<file path="src/sv/cpm_pkg.sv">
// Shared constants and types for the capture pulse measurement block.
// No dependencies; every other file refers to this package by scoped names.
package cpm_pkg;

   localparam int CAP_W      = 16;
   localparam int OVF_W      = 16;
   localparam int RELOAD_W   = 16;
   localparam int STAMP_W    = 32;
   localparam int INTERVAL_W = 17;

   localparam int CSR_INDEX_W = 1;
   localparam int CSR_DATA_W  = 16;

   // Register indexes on the configuration channel
   localparam logic [CSR_INDEX_W-1:0] CSR_MEASURE_MODE  = 1'd0;
   localparam logic [CSR_INDEX_W-1:0] CSR_RELOAD_PERIOD = 1'd1;

   localparam logic MODE_SIMPLE  = 1'b0;
   localparam logic MODE_COMPLEX = 1'b1;

   localparam logic [RELOAD_W-1:0]   RELOAD_RESET  = 16'hFFFF;
   // Interval reported when two simple-mode stamps are equal: one full wrap
   localparam logic [INTERVAL_W-1:0] INTERVAL_WRAP = 17'h10000;

   // Extended stamp moving from the multiply stage to the tracking stage
   typedef struct packed {
      logic               valid;
      logic [STAMP_W-1:0] stamp;
   } stamp_beat_type;

endpackage

</file>
<file path="src/sv/cpm_ifs.sv">
// Handshake channel interfaces: capture request, measurement response, register write.
// Depends on cpm_pkg for field widths.
interface cpm_req_if;
   logic                      valid;
   logic                      ready;
   logic [cpm_pkg::CAP_W-1:0] capture_value;
   logic [cpm_pkg::OVF_W-1:0] overflow_count;

   modport source (output valid, output capture_value, output overflow_count, input ready);
   modport sink   (input valid, input capture_value, input overflow_count, output ready);
endinterface

interface cpm_rsp_if;
   logic                           valid;
   logic                           ready;
   logic [cpm_pkg::INTERVAL_W-1:0] interval_ticks;
   logic [cpm_pkg::STAMP_W-1:0]    high_ticks;
   logic [cpm_pkg::STAMP_W-1:0]    low_ticks;
   logic                           data_ready;
   logic                           watch_falling;

   modport source (output valid, output interval_ticks, output high_ticks,
                   output low_ticks, output data_ready, output watch_falling,
                   input ready);
   modport sink   (input valid, input interval_ticks, input high_ticks,
                   input low_ticks, input data_ready, input watch_falling,
                   output ready);
endinterface

interface cpm_csr_if;
   logic                            valid;
   logic                            ready;
   logic [cpm_pkg::CSR_INDEX_W-1:0] index;
   logic [cpm_pkg::CSR_DATA_W-1:0]  data;

   modport source (output valid, output index, output data, input ready);
   modport sink   (input valid, input index, input data, output ready);
endinterface

</file>
<file path="src/sv/cpm_stamp.sv">
// Input register and stamp stage: complex stamp = capture + overflows * reload.
// Depends on cpm_pkg and cpm_req_if.
module cpm_stamp (
   input  logic                          clock,
   input  logic                          reset,
   cpm_req_if.sink                       req_chan,
   input  logic                          measure_mode,
   input  logic [cpm_pkg::RELOAD_W-1:0]  reload_period,
   output cpm_pkg::stamp_beat_type       beat,
   input  logic                          beat_ready
);

   logic                      s1_valid_ff, s1_valid_in;
   logic [cpm_pkg::CAP_W-1:0] cap_ff;
   logic [cpm_pkg::OVF_W-1:0] ovf_ff;

   logic                        s2_valid_ff, s2_valid_in;
   logic [cpm_pkg::STAMP_W-1:0] stamp_ff, stamp_in;

   logic s1_free, s2_free;
   logic [cpm_pkg::STAMP_W-1:0] product;

   assign s2_free        = !s2_valid_ff || beat_ready;
   assign s1_free        = !s1_valid_ff || s2_free;
   assign req_chan.ready = s1_free;

   assign s1_valid_in = s1_free ? req_chan.valid : s1_valid_ff;
   assign s2_valid_in = s2_free ? s1_valid_ff : s2_valid_ff;

   // Simple mode tracks the raw counter value; complex mode extends it
   assign product = cpm_pkg::STAMP_W'(ovf_ff) * cpm_pkg::STAMP_W'(reload_period);
   always_comb begin
      if (measure_mode == cpm_pkg::MODE_COMPLEX) begin
         stamp_in = product + cpm_pkg::STAMP_W'(cap_ff);
      end else begin
         stamp_in = cpm_pkg::STAMP_W'(cap_ff);
      end
   end

   always_ff @(posedge clock) begin
      if (reset) begin
         s1_valid_ff <= 1'b0;
         s2_valid_ff <= 1'b0;
      end else begin
         s1_valid_ff <= s1_valid_in;
         s2_valid_ff <= s2_valid_in;
      end
   end

   // Payload: load on accept, hold while stalled
   always_ff @(posedge clock) begin
      if (req_chan.valid && s1_free) begin
         cap_ff <= req_chan.capture_value;
         ovf_ff <= req_chan.overflow_count;
      end
      if (s1_valid_ff && s2_free) begin
         stamp_ff <= stamp_in;
      end
   end

   assign beat.valid = s2_valid_ff;
   assign beat.stamp = stamp_ff;

endmodule

</file>
<file path="src/sv/cpm_track.sv">
// Measurement state update and result register: interval, high/low times, ready, edge.
// Depends on cpm_pkg and cpm_rsp_if; fed by cpm_stamp.
module cpm_track (
   input  logic                    clock,
   input  logic                    reset,
   input  cpm_pkg::stamp_beat_type beat,
   output logic                    beat_ready,
   input  logic                    measure_mode,
   cpm_rsp_if.source               rsp_chan
);

   logic                           rsp_valid_ff, rsp_valid_in;
   logic [cpm_pkg::STAMP_W-1:0]    prev_ff, prev_in;
   logic [cpm_pkg::INTERVAL_W-1:0] interval_ff, interval_in;
   logic [cpm_pkg::STAMP_W-1:0]    high_ff, high_in;
   logic [cpm_pkg::STAMP_W-1:0]    low_ff, low_in;
   logic                           ready_ff, ready_in;
   logic                           edge_ff, edge_in;

   logic                        out_free, upd, same_stamp;
   logic [cpm_pkg::CAP_W-1:0]   diff16;
   logic [cpm_pkg::STAMP_W-1:0] span;

   assign out_free   = !rsp_valid_ff || rsp_chan.ready;
   assign beat_ready = out_free;
   assign upd        = beat.valid && out_free;

   assign same_stamp = (beat.stamp == prev_ff);
   assign span       = beat.stamp - prev_ff;
   assign diff16     = beat.stamp[cpm_pkg::CAP_W-1:0] - prev_ff[cpm_pkg::CAP_W-1:0];

   assign rsp_valid_in = out_free ? beat.valid : rsp_valid_ff;

   always_comb begin
      prev_in     = prev_ff;
      interval_in = interval_ff;
      high_in     = high_ff;
      low_in      = low_ff;
      ready_in    = ready_ff;
      edge_in     = edge_ff;
      if (upd) begin
         if (measure_mode == cpm_pkg::MODE_SIMPLE) begin
            // equal stamps count as a full counter wrap
            interval_in = (diff16 == '0) ? cpm_pkg::INTERVAL_WRAP
                                         : cpm_pkg::INTERVAL_W'(diff16);
            prev_in     = beat.stamp;
            ready_in    = 1'b1;
         end else if (same_stamp) begin
            ready_in = 1'b0;
         end else begin
            prev_in = beat.stamp;
            edge_in = !edge_ff;
            if (edge_ff) begin
               high_in = span;
               if (low_ff != '0) begin
                  ready_in = 1'b1;
               end
            end else begin
               low_in = span;
               if (high_ff != '0) begin
                  ready_in = 1'b1;
               end
            end
         end
      end
   end

   always_ff @(posedge clock) begin
      if (reset) begin
         rsp_valid_ff <= 1'b0;
         prev_ff      <= '0;
         interval_ff  <= '0;
         high_ff      <= '0;
         low_ff       <= '0;
         ready_ff     <= 1'b0;
         edge_ff      <= 1'b0;
      end else begin
         rsp_valid_ff <= rsp_valid_in;
         prev_ff      <= prev_in;
         interval_ff  <= interval_in;
         high_ff      <= high_in;
         low_ff       <= low_in;
         ready_ff     <= ready_in;
         edge_ff      <= edge_in;
      end
   end

   // State doubles as the result register: it changes only when a new beat loads
   assign rsp_chan.valid          = rsp_valid_ff;
   assign rsp_chan.interval_ticks = interval_ff;
   assign rsp_chan.high_ticks     = high_ff;
   assign rsp_chan.low_ticks      = low_ff;
   assign rsp_chan.data_ready     = ready_ff;
   assign rsp_chan.watch_falling  = edge_ff;

   a_prev_follows: assert property (@(posedge clock) disable iff (reset)
      upd |=> prev_ff == $past(beat.stamp))
      else $error("previous stamp did not take the new stamp");

   a_simple_nonzero: assert property (@(posedge clock) disable iff (reset)
      upd && measure_mode == cpm_pkg::MODE_SIMPLE |=> interval_ff != '0 && ready_ff)
      else $error("simple interval zero or not ready");

   a_edge_flips: assert property (@(posedge clock) disable iff (reset)
      upd && measure_mode == cpm_pkg::MODE_COMPLEX && !same_stamp
      |=> edge_ff != $past(edge_ff))
      else $error("watched edge did not flip");

   a_equal_clears: assert property (@(posedge clock) disable iff (reset)
      upd && measure_mode == cpm_pkg::MODE_COMPLEX && same_stamp
      |=> !ready_ff && $stable(edge_ff) && $stable(high_ff) && $stable(low_ff))
      else $error("equal stamp did not just clear ready");

   a_no_update_on_stall: assert property (@(posedge clock) disable iff (reset)
      !upd |=> $stable(prev_ff) && $stable(ready_ff) && $stable(edge_ff))
      else $error("state moved without a beat");

endmodule

</file>
<file path="src/sv/capture_pulse_measure_top.sv">
// Top level of the capture pulse measurement block: register file and stage wiring.
// Depends on cpm_pkg, the channel interfaces, cpm_stamp and cpm_track.

// Each req beat is one capture event (counter value and overflow count); each one
// yields exactly one rsp beat, a snapshot of the measurement state after that event.
// The block takes one beat per cycle while rsp is not stalled; after acceptance
// each beat passes the input register, then the multiply stage that builds the
// extended stamp (capture + overflows * reload in complex mode), then the
// compare/subtract stage whose state registers are also the result register.
// A stalled rsp side backs up stage by stage, so req keeps flowing until all three
// registers hold beats. Write measure_mode and reload_period only while no beat is
// in flight; csr writes are always accepted. In simple mode only the low 16 bits of
// the stamp matter and an equal stamp reports a full wrap of 65536 ticks. In complex
// mode the interval goes to high time after a falling edge and to low time after a
// rising edge, the watched edge then flips, and an equal stamp only clears data_ready.
module capture_pulse_measure_top (
   input  logic       clock,
   input  logic       reset,
   cpm_req_if.sink    req_chan,
   cpm_rsp_if.source  rsp_chan,
   cpm_csr_if.sink    csr_chan
);

   logic                          mode_ff, mode_in;
   logic [cpm_pkg::RELOAD_W-1:0]  reload_ff, reload_in;

   cpm_pkg::stamp_beat_type stamp_beat;
   logic                    stamp_ready;

   // Register writes never stall
   assign csr_chan.ready = 1'b1;

   always_comb begin
      mode_in   = mode_ff;
      reload_in = reload_ff;
      if (csr_chan.valid) begin
         unique case (csr_chan.index)
            cpm_pkg::CSR_MEASURE_MODE: begin
               mode_in = csr_chan.data[0];
            end
            cpm_pkg::CSR_RELOAD_PERIOD: begin
               reload_in = csr_chan.data;
            end
            default: begin
               mode_in = mode_ff;
            end
         endcase
      end
   end

   always_ff @(posedge clock) begin
      if (reset) begin
         mode_ff   <= cpm_pkg::MODE_SIMPLE;
         reload_ff <= cpm_pkg::RELOAD_RESET;
      end else begin
         mode_ff   <= mode_in;
         reload_ff <= reload_in;
      end
   end

   // Input register plus stamp extension
   cpm_stamp u_stamp (
      .clock         (clock),
      .reset         (reset),
      .req_chan      (req_chan),
      .measure_mode  (mode_ff),
      .reload_period (reload_ff),
      .beat          (stamp_beat),
      .beat_ready    (stamp_ready)
   );

   // Interval tracking and result register
   cpm_track u_track (
      .clock        (clock),
      .reset        (reset),
      .beat         (stamp_beat),
      .beat_ready   (stamp_ready),
      .measure_mode (mode_ff),
      .rsp_chan     (rsp_chan)
   );

endmodule
</file>
<file path="src/flat_wrapper.sv">
// flat-port wrapper written by rule: the top's interface ports become plain ports
module capture_pulse_measure_top_flat 
  (clock, reset, req_chan_valid, req_chan_capture_value, req_chan_overflow_count, req_chan_ready, rsp_chan_valid, rsp_chan_interval_ticks, rsp_chan_high_ticks, rsp_chan_low_ticks, rsp_chan_data_ready, rsp_chan_watch_falling, rsp_chan_ready, csr_chan_valid, csr_chan_index, csr_chan_data, csr_chan_ready);
  cpm_req_if req_chan_i ();
  cpm_rsp_if rsp_chan_i ();
  cpm_csr_if csr_chan_i ();
  input  logic clock;
  input  logic reset;
  input wire logic [$bits(req_chan_i.valid)-1:0] req_chan_valid;
  input wire logic [$bits(req_chan_i.capture_value)-1:0] req_chan_capture_value;
  input wire logic [$bits(req_chan_i.overflow_count)-1:0] req_chan_overflow_count;
  output wire logic [$bits(req_chan_i.ready)-1:0] req_chan_ready;
  output wire logic [$bits(rsp_chan_i.valid)-1:0] rsp_chan_valid;
  output wire logic [$bits(rsp_chan_i.interval_ticks)-1:0] rsp_chan_interval_ticks;
  output wire logic [$bits(rsp_chan_i.high_ticks)-1:0] rsp_chan_high_ticks;
  output wire logic [$bits(rsp_chan_i.low_ticks)-1:0] rsp_chan_low_ticks;
  output wire logic [$bits(rsp_chan_i.data_ready)-1:0] rsp_chan_data_ready;
  output wire logic [$bits(rsp_chan_i.watch_falling)-1:0] rsp_chan_watch_falling;
  input wire logic [$bits(rsp_chan_i.ready)-1:0] rsp_chan_ready;
  input wire logic [$bits(csr_chan_i.valid)-1:0] csr_chan_valid;
  input wire logic [$bits(csr_chan_i.index)-1:0] csr_chan_index;
  input wire logic [$bits(csr_chan_i.data)-1:0] csr_chan_data;
  output wire logic [$bits(csr_chan_i.ready)-1:0] csr_chan_ready;
  assign req_chan_i.valid = req_chan_valid;
  assign req_chan_i.capture_value = req_chan_capture_value;
  assign req_chan_i.overflow_count = req_chan_overflow_count;
  assign req_chan_ready = req_chan_i.ready;
  assign rsp_chan_valid = rsp_chan_i.valid;
  assign rsp_chan_interval_ticks = rsp_chan_i.interval_ticks;
  assign rsp_chan_high_ticks = rsp_chan_i.high_ticks;
  assign rsp_chan_low_ticks = rsp_chan_i.low_ticks;
  assign rsp_chan_data_ready = rsp_chan_i.data_ready;
  assign rsp_chan_watch_falling = rsp_chan_i.watch_falling;
  assign rsp_chan_i.ready = rsp_chan_ready;
  assign csr_chan_i.valid = csr_chan_valid;
  assign csr_chan_i.index = csr_chan_index;
  assign csr_chan_i.data = csr_chan_data;
  assign csr_chan_ready = csr_chan_i.ready;
  capture_pulse_measure_top u_core (.clock(clock), .reset(reset), .req_chan(req_chan_i), .rsp_chan(rsp_chan_i), .csr_chan(csr_chan_i));
endmodule
</file>
<file path="config.mk">
export PLATFORM = sky130hd
export DESIGN_NAME = capture_pulse_measure_top_flat
export DESIGN_NICKNAME = d
export VERILOG_FILES = /design/src/sv/cpm_pkg.sv /design/src/sv/cpm_ifs.sv /design/src/sv/cpm_stamp.sv /design/src/sv/cpm_track.sv /design/src/sv/capture_pulse_measure_top.sv /design/src/flat_wrapper.sv
export SDC_FILE = /design/constraint.sdc
export NUM_CORES = 1
export LEC_CHECK = 0
export BUFFER_PORTS_ARGS = -buffer_cell sky130_fd_sc_hd__buf_2
export CAP_MARGIN = 20
export CORE_MARGIN = 2
export CORE_UTILIZATION = 50
export DETAILED_ROUTE_END_ITERATION = 16
export PLACE_DENSITY = 0.79
export SETUP_SLACK_MARGIN = 0.02
export SYNTH_ARGS = -nofsm -noshare
export SYNTH_HDL_FRONTEND = slang
export SYNTH_HIERARCHICAL = 1
export SYNTH_SLANG_ARGS = --single-unit
</file>
<file path="constraint.sdc">
create_clock -name clock -period 10.3 [get_ports clock]
set_input_delay 0.515 -clock clock [delete_from_list [all_inputs] [get_ports clock]]
set_output_delay 0.515 -clock clock [all_outputs]
set_load 0.01 [all_outputs]
</file>
==> impl_summary.txt, run 1 <==
----------------------------------------------------
[Cells and area]
  Antenna fix cells ... 0
  Area of combinational cells with multiple inputs ... between 0.01 and 0.015 mm²
  Total Nets Final ... about 2500
  Number of standard cells in the layout, taps in and fillers out ... 2609
  Area delta synth->final ... 8.72%
  Fillers ... 3169
  Share of final-layout standard cells stronger than drive strength 1 ... roughly a tenth
  Post-Layout Inst Area ... between 0.015 and 0.02 mm²
  FF/Latch Area ... 0.00462 mm²

[Floorplanning]
  Std-Cell Rows ... 69
  Top Ports ... 140
  Die height ... 195 µm
  Die Area ... about 0.038 mm²
  Initial Util ... approximately half
  Core Footprint ... 0.0357 mm²
  Horizontal die dimension ... around 200 µm

[Yosys]
  Area share of the largest cell type after synthesis ... 23.2%
  Top-count cell post-synth ... nand2_1
  Net Count, Synth ... 2465
  Distinct cell type count of the synthesized netlist ... 80
  Synth Cell Area ... ~0.018 mm²
  Number of synthesized flops with an enable pin ... 64
  Flip-flop and latch count after synthesis ... 199
  Leading post-synthesis cells by cell area ... fa_1 (23%), dfxtp_1 (15%), edfxtp_1 (11%), ha_1 (9.4%), nand2_1 (7.2%)
  Sequential cell area fraction in the yosys report ... 25.4%
  Yosys warning total ... 6
  Leading post-synthesis cells by instance count ... nand2_1 (349), inv_1 (322), fa_1 (211)
  Dominant register cell in the synthesized netlist ... dfxtp_1
  Cell count after synthesis ... a little over 2000
  Share of flip-flops with an asynchronous set or reset after synthesis ... 0%
  Avg Inst Size Synth ... 8.83 µm²
  Cell type with the highest aggregate area in the netlist ... fa_1

[Routing]
  Routed vias/inst ... 5.59
  Vias ... 14572
  Remaining antenna violation count after routing ... 0
  DRC ... 0
  Wire length after detailed routing ... 45.9 mm
  Mean routed wirelength per cell ... 17.6 µm
  Iteration-0 DRC Markers ... 1392
  Iteration count of the initial detailed-routing pass ... 6

[Critical path]
  Critical path class ... flip-flop to flip-flop
  Worst r2r path cells ... 17
  Beginning of the worst register-to-register path ... u_core/u_stamp/ovf_ff[10]
  Endpoint class of the critical path ... flip-flop
  Data required time of the critical path ... 10520 ps
  Endpoint of the worst-slack reg-to-reg timing path ... u_core/u_stamp/stamp_ff[26]
  Data arrival time of the critical path ... 6680 ps
  Type of origin of the critical path ... flip-flop
  CP Max Fanout ... 16
  Register-to-register setup slack ... 3840 ps

[CTS]
  Number of buffers inserted by hold repair at cts ... 0
  Sinks on Clock Net ... 199
  CTS max path bufs ... 2
  Clock slew seen by the registers of the worst setup and hold paths ... 80 ps
  CTS tree ... yes
  Worst-skew pair later-pin latency ... 460 ps
  Post-cts gate resize count ... 0
  H-Tree Depth ... 4
  Clock buffer count from CTS ... 17
  Post-CTS Setup Inserts ... 0
  CTS Root Cell ... clkbuf_16

[Timing]
  Clock period minus final worst setup slack ... around 6500 ps
  Worst slew margin relative to its limit ... 40.5%
  Share of the cycle needed by the critical path after routing ... 62.7%
  Unrepaired setup endpoints after global routing ... false
  Slew at the pin closest to its max-slew limit ... 892 ps
  Hold violation count in the final report ... 0
  Max Slew Vio Count ... 0
  Final number of setup-violating endpoints ... 0
  Accumulated negative setup slack ... 0 ps
  Highest attainable clock frequency ... 155 MHz
  Fin Hold WS ... 229 ps
  Largest clock skew in the final design ... 13.6 ps

[Global route]
  Via count of the first global-routing pass ... between 10000 and 15000
  Total GRT Usage ... 24.4%
  Maximum number of pins on one net before global-route repair ... 80
  Antenna violations before repair ... 0
  Global-route wire length before repair ... approximately 74 mm
  Residual overflow from global routing ... 0

[Status]
  Result of the run ... finished clean

[Worst hold path]
  Hold crit path type ... input pin to flip-flop
  Hold wc startpoint ... req_chan_overflow_count[12]
  End point of the worst hold path ... u_core/u_stamp/ovf_ff[12]
  Number of cells on the worst hold path ... 1

[Placement]
  Instance area at placement ... around 0.019 mm²
  Routability cong. ... 0.918
  Post-DP HPWL ... about 35 mm
  Port Buf Inserts ... 138
  Post-placement cell count ... 2577

[Run]
  Max-capacitance violation count ... 0

----------------------------------------------------
## per-layer routing
metal | vias to the layer above | track usage, % | part of all wire [%]
li1 | 6804 | - | -
met1 | 7039 | 32.0 | 43
met2 | 627 | 41.3 | 47
met3 | 102 | 4.30 | 7.3
met4 | 0 | 7.49 | 2.7
met5 | - | 0 | 0
## cells by family (layout without fill, tap and decap cells)
group                      after synthesis  in the layout  synth area share [%]
AOI/OAI and AO/OA                      322            322                  11.4
and+or+nand+nor                        719            719                  18.9
DFF                                    199            199                  25.4
xor gates and xnor gates                47             47                  2.26
adders and majority gates              348            348                  32.6
muxes                                   10             10                 0.570
buffers and inverters                  417            502                  8.89
other                                    1              1                0.0206
## cells in the final DEF (no fill, tap or decap), drive strengths merged, types with 13 or more instances in the layout
cell    Yosys  routed
nand2     351     351
inv       322     330
fa        211     211
a21oi     149     149
buf        23     148
ha        137     137
dfxtp     135     135
and2      117     117
nor2       86      86
edfxtp     64      64
o21ai      55      55
xnor2      26      26
nor3       25      25
nand4      24      24
nand3      23      23
xor2       21      21
a21o       20      20
and3       19      19
a211o      18      18
clkbuf     72      18
a211oi     18      18
nand3b     16      16
nor4       13      13
## sequential cells by signal (all words and copies together) (netlist names)
register / count
u_core/mode_ff: 1
u_core/reload_ff: 16
u_core/u_stamp/cap_ff: 16
u_core/u_stamp/ovf_ff: 16
u_core/u_stamp/s1_valid_ff: 1
u_core/u_stamp/s2_valid_ff: 1
u_core/u_stamp/stamp_ff: 32
u_core/u_track/prev_ff: 32
u_core/u_track/rsp_chan.data_ready: 1
u_core/u_track/rsp_chan.high_ticks: 32
u_core/u_track/rsp_chan.interval_ticks: 17
u_core/u_track/rsp_chan.low_ticks: 32
u_core/u_track/rsp_chan.valid: 1
u_core/u_track/rsp_chan.watch_falling: 1
## final cells by class
cell class              count  share of cell area, %
clock inverters            14                   1.02
multi-input cells        1447                   60.5
well taps                 461                   2.91
repair buffers            148                   3.88
inverters                 322                   6.10
clock buffers              18                   2.22
flip-flops and latches    199                   23.4
## through the flow
step / util (%) / setup slack, ps
floorplan: - / 4430
global placement: 53.6 / 3970
detailed placement: 53.6 / 3900
CTS: 55.4 / 3860
global route: 55.4 / 3550
finish: 55.4 / 3840
## worst max-delay path: stages, from the launching register on
cell and delay [ps]:
edfxtp_1 830, nand2_1 170, fa_1 520, fa_1 510, fa_1 520, inv_1 60
fa_1 480, fa_1 540, inv_1 60, fa_1 540, inv_1 50, ha_1 380
nand4_1 200, a211o_1 360, a311oi_2 440, o2111ai_1 180, and3_1 220, o21a_1 160
## worst max path at each step
stage                                   to  cells past startpoint                 startpoint
5_1_grt        u_core/u_stamp/stamp_ff[26]                     17  u_core/u_stamp/ovf_ff[10]
6_report       u_core/u_stamp/stamp_ff[26]                     17  u_core/u_stamp/ovf_ff[10]
3_3_place_gp   u_core/u_stamp/stamp_ff[29]                     20        u_core/reload_ff[7]
2_1_floorplan  u_core/u_stamp/stamp_ff[29]                     21        u_core/reload_ff[7]
3_5_place_dp   u_core/u_stamp/stamp_ff[26]                     17  u_core/u_stamp/ovf_ff[10]
4_1_cts        u_core/u_stamp/stamp_ff[26]                     17  u_core/u_stamp/ovf_ff[10]
Power of run 1 is not shown: default switching activity piles up to over one toggle a cycle in this logic, so the estimate is an artifact.
==> run 2, diff against run 1 <==
Settings changed: ABC_AREA from default to 1.
Clock period 10.3 ns to 6.7 ns, I/O delays scaled along.
==> run 2 against run 1 <==
Compared with the run above: worst setup slack worse by 3100 ps; fmax is 8.9% higher; die area is 6.8% higher; critical path depth grew 2; wire length increased by 8.3%; sequential share of layout area decreased by 1.4 points; first-iteration DRC count is 22% lower; final cell count up 23%; design area grew 6.5%; synthesized cell count up 27%; utilization fell by 0.70 points; sequential cell count unchanged.
==> impl_summary.txt, run 2 <==
----------------------------------------------------
[Floorplanning]
  Horizontal die dimension ... between 200 and 250 µm
  Die Area ... 0.0406 mm²
  Initial Util ... 50.5%
  Die height ... 201 µm
  Top Ports ... 140
  Core Footprint ... 0.0386 mm²
  Std-Cell Rows ... 72

[Timing]
  Share of the cycle needed by the critical path after routing ... 88.6%
  Accumulated negative setup slack ... 0 ps
  Fin Hold WS ... approximately 37 ps
  Hold violation count in the final report ... 0
  Final number of setup-violating endpoints ... 0
  Slew at the pin closest to its max-slew limit ... between 900 and 1000 ps
  Highest attainable clock frequency ... 168 MHz
  Clock period minus final worst setup slack ... 5940 ps
  Largest clock skew in the final design ... 12.6 ps
  Unrepaired setup endpoints after global routing ... false
  Max Slew Vio Count ... 0
  Worst slew margin relative to its limit ... 37.7%

[Critical path]
  Cell with the largest stage delay on the worst path ... dfxtp_1
  Depth of the critical timing path with buffers and inverters included ... 19
  Top delay family on crit path ... adder cells
  Most prevalent standard cell on the critical path ... fa_1
  Register-to-register setup slack ... 760 ps
  Worst path max stage delay ... 870 ps
  Total buffers and inverters traversed by the critical path ... 4
  Endpoint class of the critical path ... flip-flop
  Type of origin of the critical path ... flip-flop
  Worst r2r path cells ... 19
  Critical path class ... flip-flop to flip-flop
  Endpoint of the worst-slack reg-to-reg timing path ... u_core/u_stamp/stamp_ff[18]
  Data required time of the critical path ... 6980 ps
  Cell Chain, Critical Path ... nand2_1 > fa_1 > inv_1 > fa_1 > fa_1 > fa_1 > fa_1 > inv_1 > fa_1 > inv_1 > ha_1 > nand2_1 > nor2_2 > nand2_1 > inv_1 > nand2_1 > nand2_1 > o21ai_1 > a21oi_1
  Data arrival time of the critical path ... 6220 ps
  CP Max Fanout ... 17
  Beginning of the worst register-to-register path ... u_core/reload_ff[7]

[CTS]
  CTS Root Cell ... clkbuf_16
  CTS tree ... yes
  Sinks on Clock Net ... 199
  Clock buffer count from CTS ... 17
  Post-CTS Setup Inserts ... 0
  CTS max path bufs ... 2
  Post-cts gate resize count ... 0
  Clock slew seen by the registers of the worst setup and hold paths ... ~80 ps
  H-Tree Depth ... 4
  Worst-skew pair later-pin latency ... 470 ps
  Number of buffers inserted by hold repair at cts ... 0

[Yosys]
  Cell type with the highest aggregate area in the netlist ... fa_1
  Net Count, Synth ... 3020
  Top-count cell post-synth ... nand2_1
  Dominant register cell in the synthesized netlist ... dfxtp_1
  Leading post-synthesis cells by instance count ... nand2_1 (712), inv_1 (658), fa_1 (211)
  Flip-flop and latch count after synthesis ... a little under 200
  Sequential cell area fraction in the yosys report ... between 20% and 30%
  Share of flip-flops with an asynchronous set or reset after synthesis ... 0%
  Yosys warning total ... 6
  Synth Cell Area ... 0.0195 mm²
  Distinct cell type count of the synthesized netlist ... 47
  Area share of the largest cell type after synthesis ... 21.7%
  Avg Inst Size Synth ... between 7 and 8 µm²
  Number of synthesized flops with an enable pin ... 64
  Cell count after synthesis ... 2618
  Leading post-synthesis cells by cell area ... fa_1 (22%), dfxtp_1 (14%), nand2_1 (14%), inv_1 (13%), edfxtp_1 (9.9%)

[Global route]
  GRT met1 Usage ... 29.6%
  Met2 Usage GRT ... a little under half
  Antenna violations before repair ... 0
  Met3 usage in global routing ... about 4.3%
  Global-route wire length before repair ... just over 80 mm
  Total GRT Usage ... around 25%
  Most congested layer reported by global routing ... met2
  Residual overflow from global routing ... 0
  Via count of the first global-routing pass ... roughly 17000
  Maximum number of pins on one net before global-route repair ... 63

[Status]
  Result of the run ... finished clean

[Placement]
  Post-DP HPWL ... approximately 40 mm
  Routability cong. ... 0.918
  Instance area at placement ... 0.0204 mm²
  Port Buf Inserts ... 138

[Cells and area]
  Share of final-layout standard cells stronger than drive strength 1 ... approximately a tenth
  Total Nets Final ... 3086
  Area delta synth->final ... 8.26%
  Post-Layout Inst Area ... 0.0211 mm²
  Most frequent standard cell in the layout excluding fill and tap cells ... nand2_1
  Antenna fix cells ... 0
  Top library cells by usage in the layout, fill and taps aside ... nand2_1 (712), inv_1 (658), fa_1 (211)

[Run]
  Max-capacitance violation count ... 0

[Routing]
  Iteration count of the initial detailed-routing pass ... 6
  Iteration-0 DRC Markers ... roughly 1100
  Vias ... 16223
  Remaining antenna violation count after routing ... 0
  DRC ... 0
  Wire length after detailed routing ... 49.7 mm
  Mean routed wirelength per cell ... around 15 µm
  Routed vias/inst ... around 5.0

[Worst hold path]
  End point of the worst hold path ... u_core/u_stamp/ovf_ff[2]
  Number of cells on the worst hold path ... 1
  Hold wc startpoint ... req_chan_overflow_count[2]
  Hold crit path type ... input pin to flip-flop

----------------------------------------------------
==> run 2: changes by cell type after synthesis, sizes merged, moves of 18 or more <==
cell   before  now
nand2     351  740
inv       322  665
and2      117    2
nand3      23   83
nor2       86  134
o21ai      55   96
and3       19    0
a211o      18    0
o22ai       0   18
==> run 2: area by class of cell <==
type	count	area, µm²
multi-input cells	1650	11900
clock inverters	14	179
inverters	667	2510
clock buffers	18	450
fillers	3676	17500
well taps	518	648
flip-flops and latches	199	4620
repair buffers	149	790
==> run 2: kinds of logic after synthesis <==
group	Yosys count	synth area share [%]
and+or+nand+nor	1008	21.8
buffers and inverters	769	15.3
adders and majority gates	348	30.5
AOI/OAI and AO/OA	274	7.81
DFF	199	23.7
xor gates and xnor gates	19	0.854
other	1	0.0192
==> run 2: layer usage <==
layer / share of wire (%) / wire, µm / vias up
met3: 5.6 / 2770 / 123
met1: 41 / 20200 / 7583
met2: 50 / 24900 / 569
met5: 0 / 0 / -
met4: 3.8 / 1870 / 0
li1: - / - / 7948
==> run 2: how the worst max path moves through the flow <==
stage | start | end | slack (ps)
6_report | u_core/reload_ff[7] | u_core/u_stamp/stamp_ff[18] | 760
5_1_grt | u_core/reload_ff[7] | u_core/u_stamp/stamp_ff[15] | 590
4_1_cts | u_core/reload_ff[7] | u_core/u_stamp/stamp_ff[18] | 860
3_5_place_dp | u_core/reload_ff[7] | u_core/u_stamp/stamp_ff[18] | 880
3_3_place_gp | u_core/reload_ff[7] | u_core/u_stamp/stamp_ff[18] | 880
2_1_floorplan | u_core/reload_ff[1] | u_core/u_stamp/stamp_ff[15] | 1270
==> run 2: stage by stage <==
stage,util (%),worst slack (ps),instances
global placement,53.0,880,3181
floorplan,-,1270,2618
detailed placement,53.0,880,3181
finish,54.7,765,3215
global route,54.7,590,3215
CTS,54.6,864,3213
Power of run 2 is left out for the same reason.
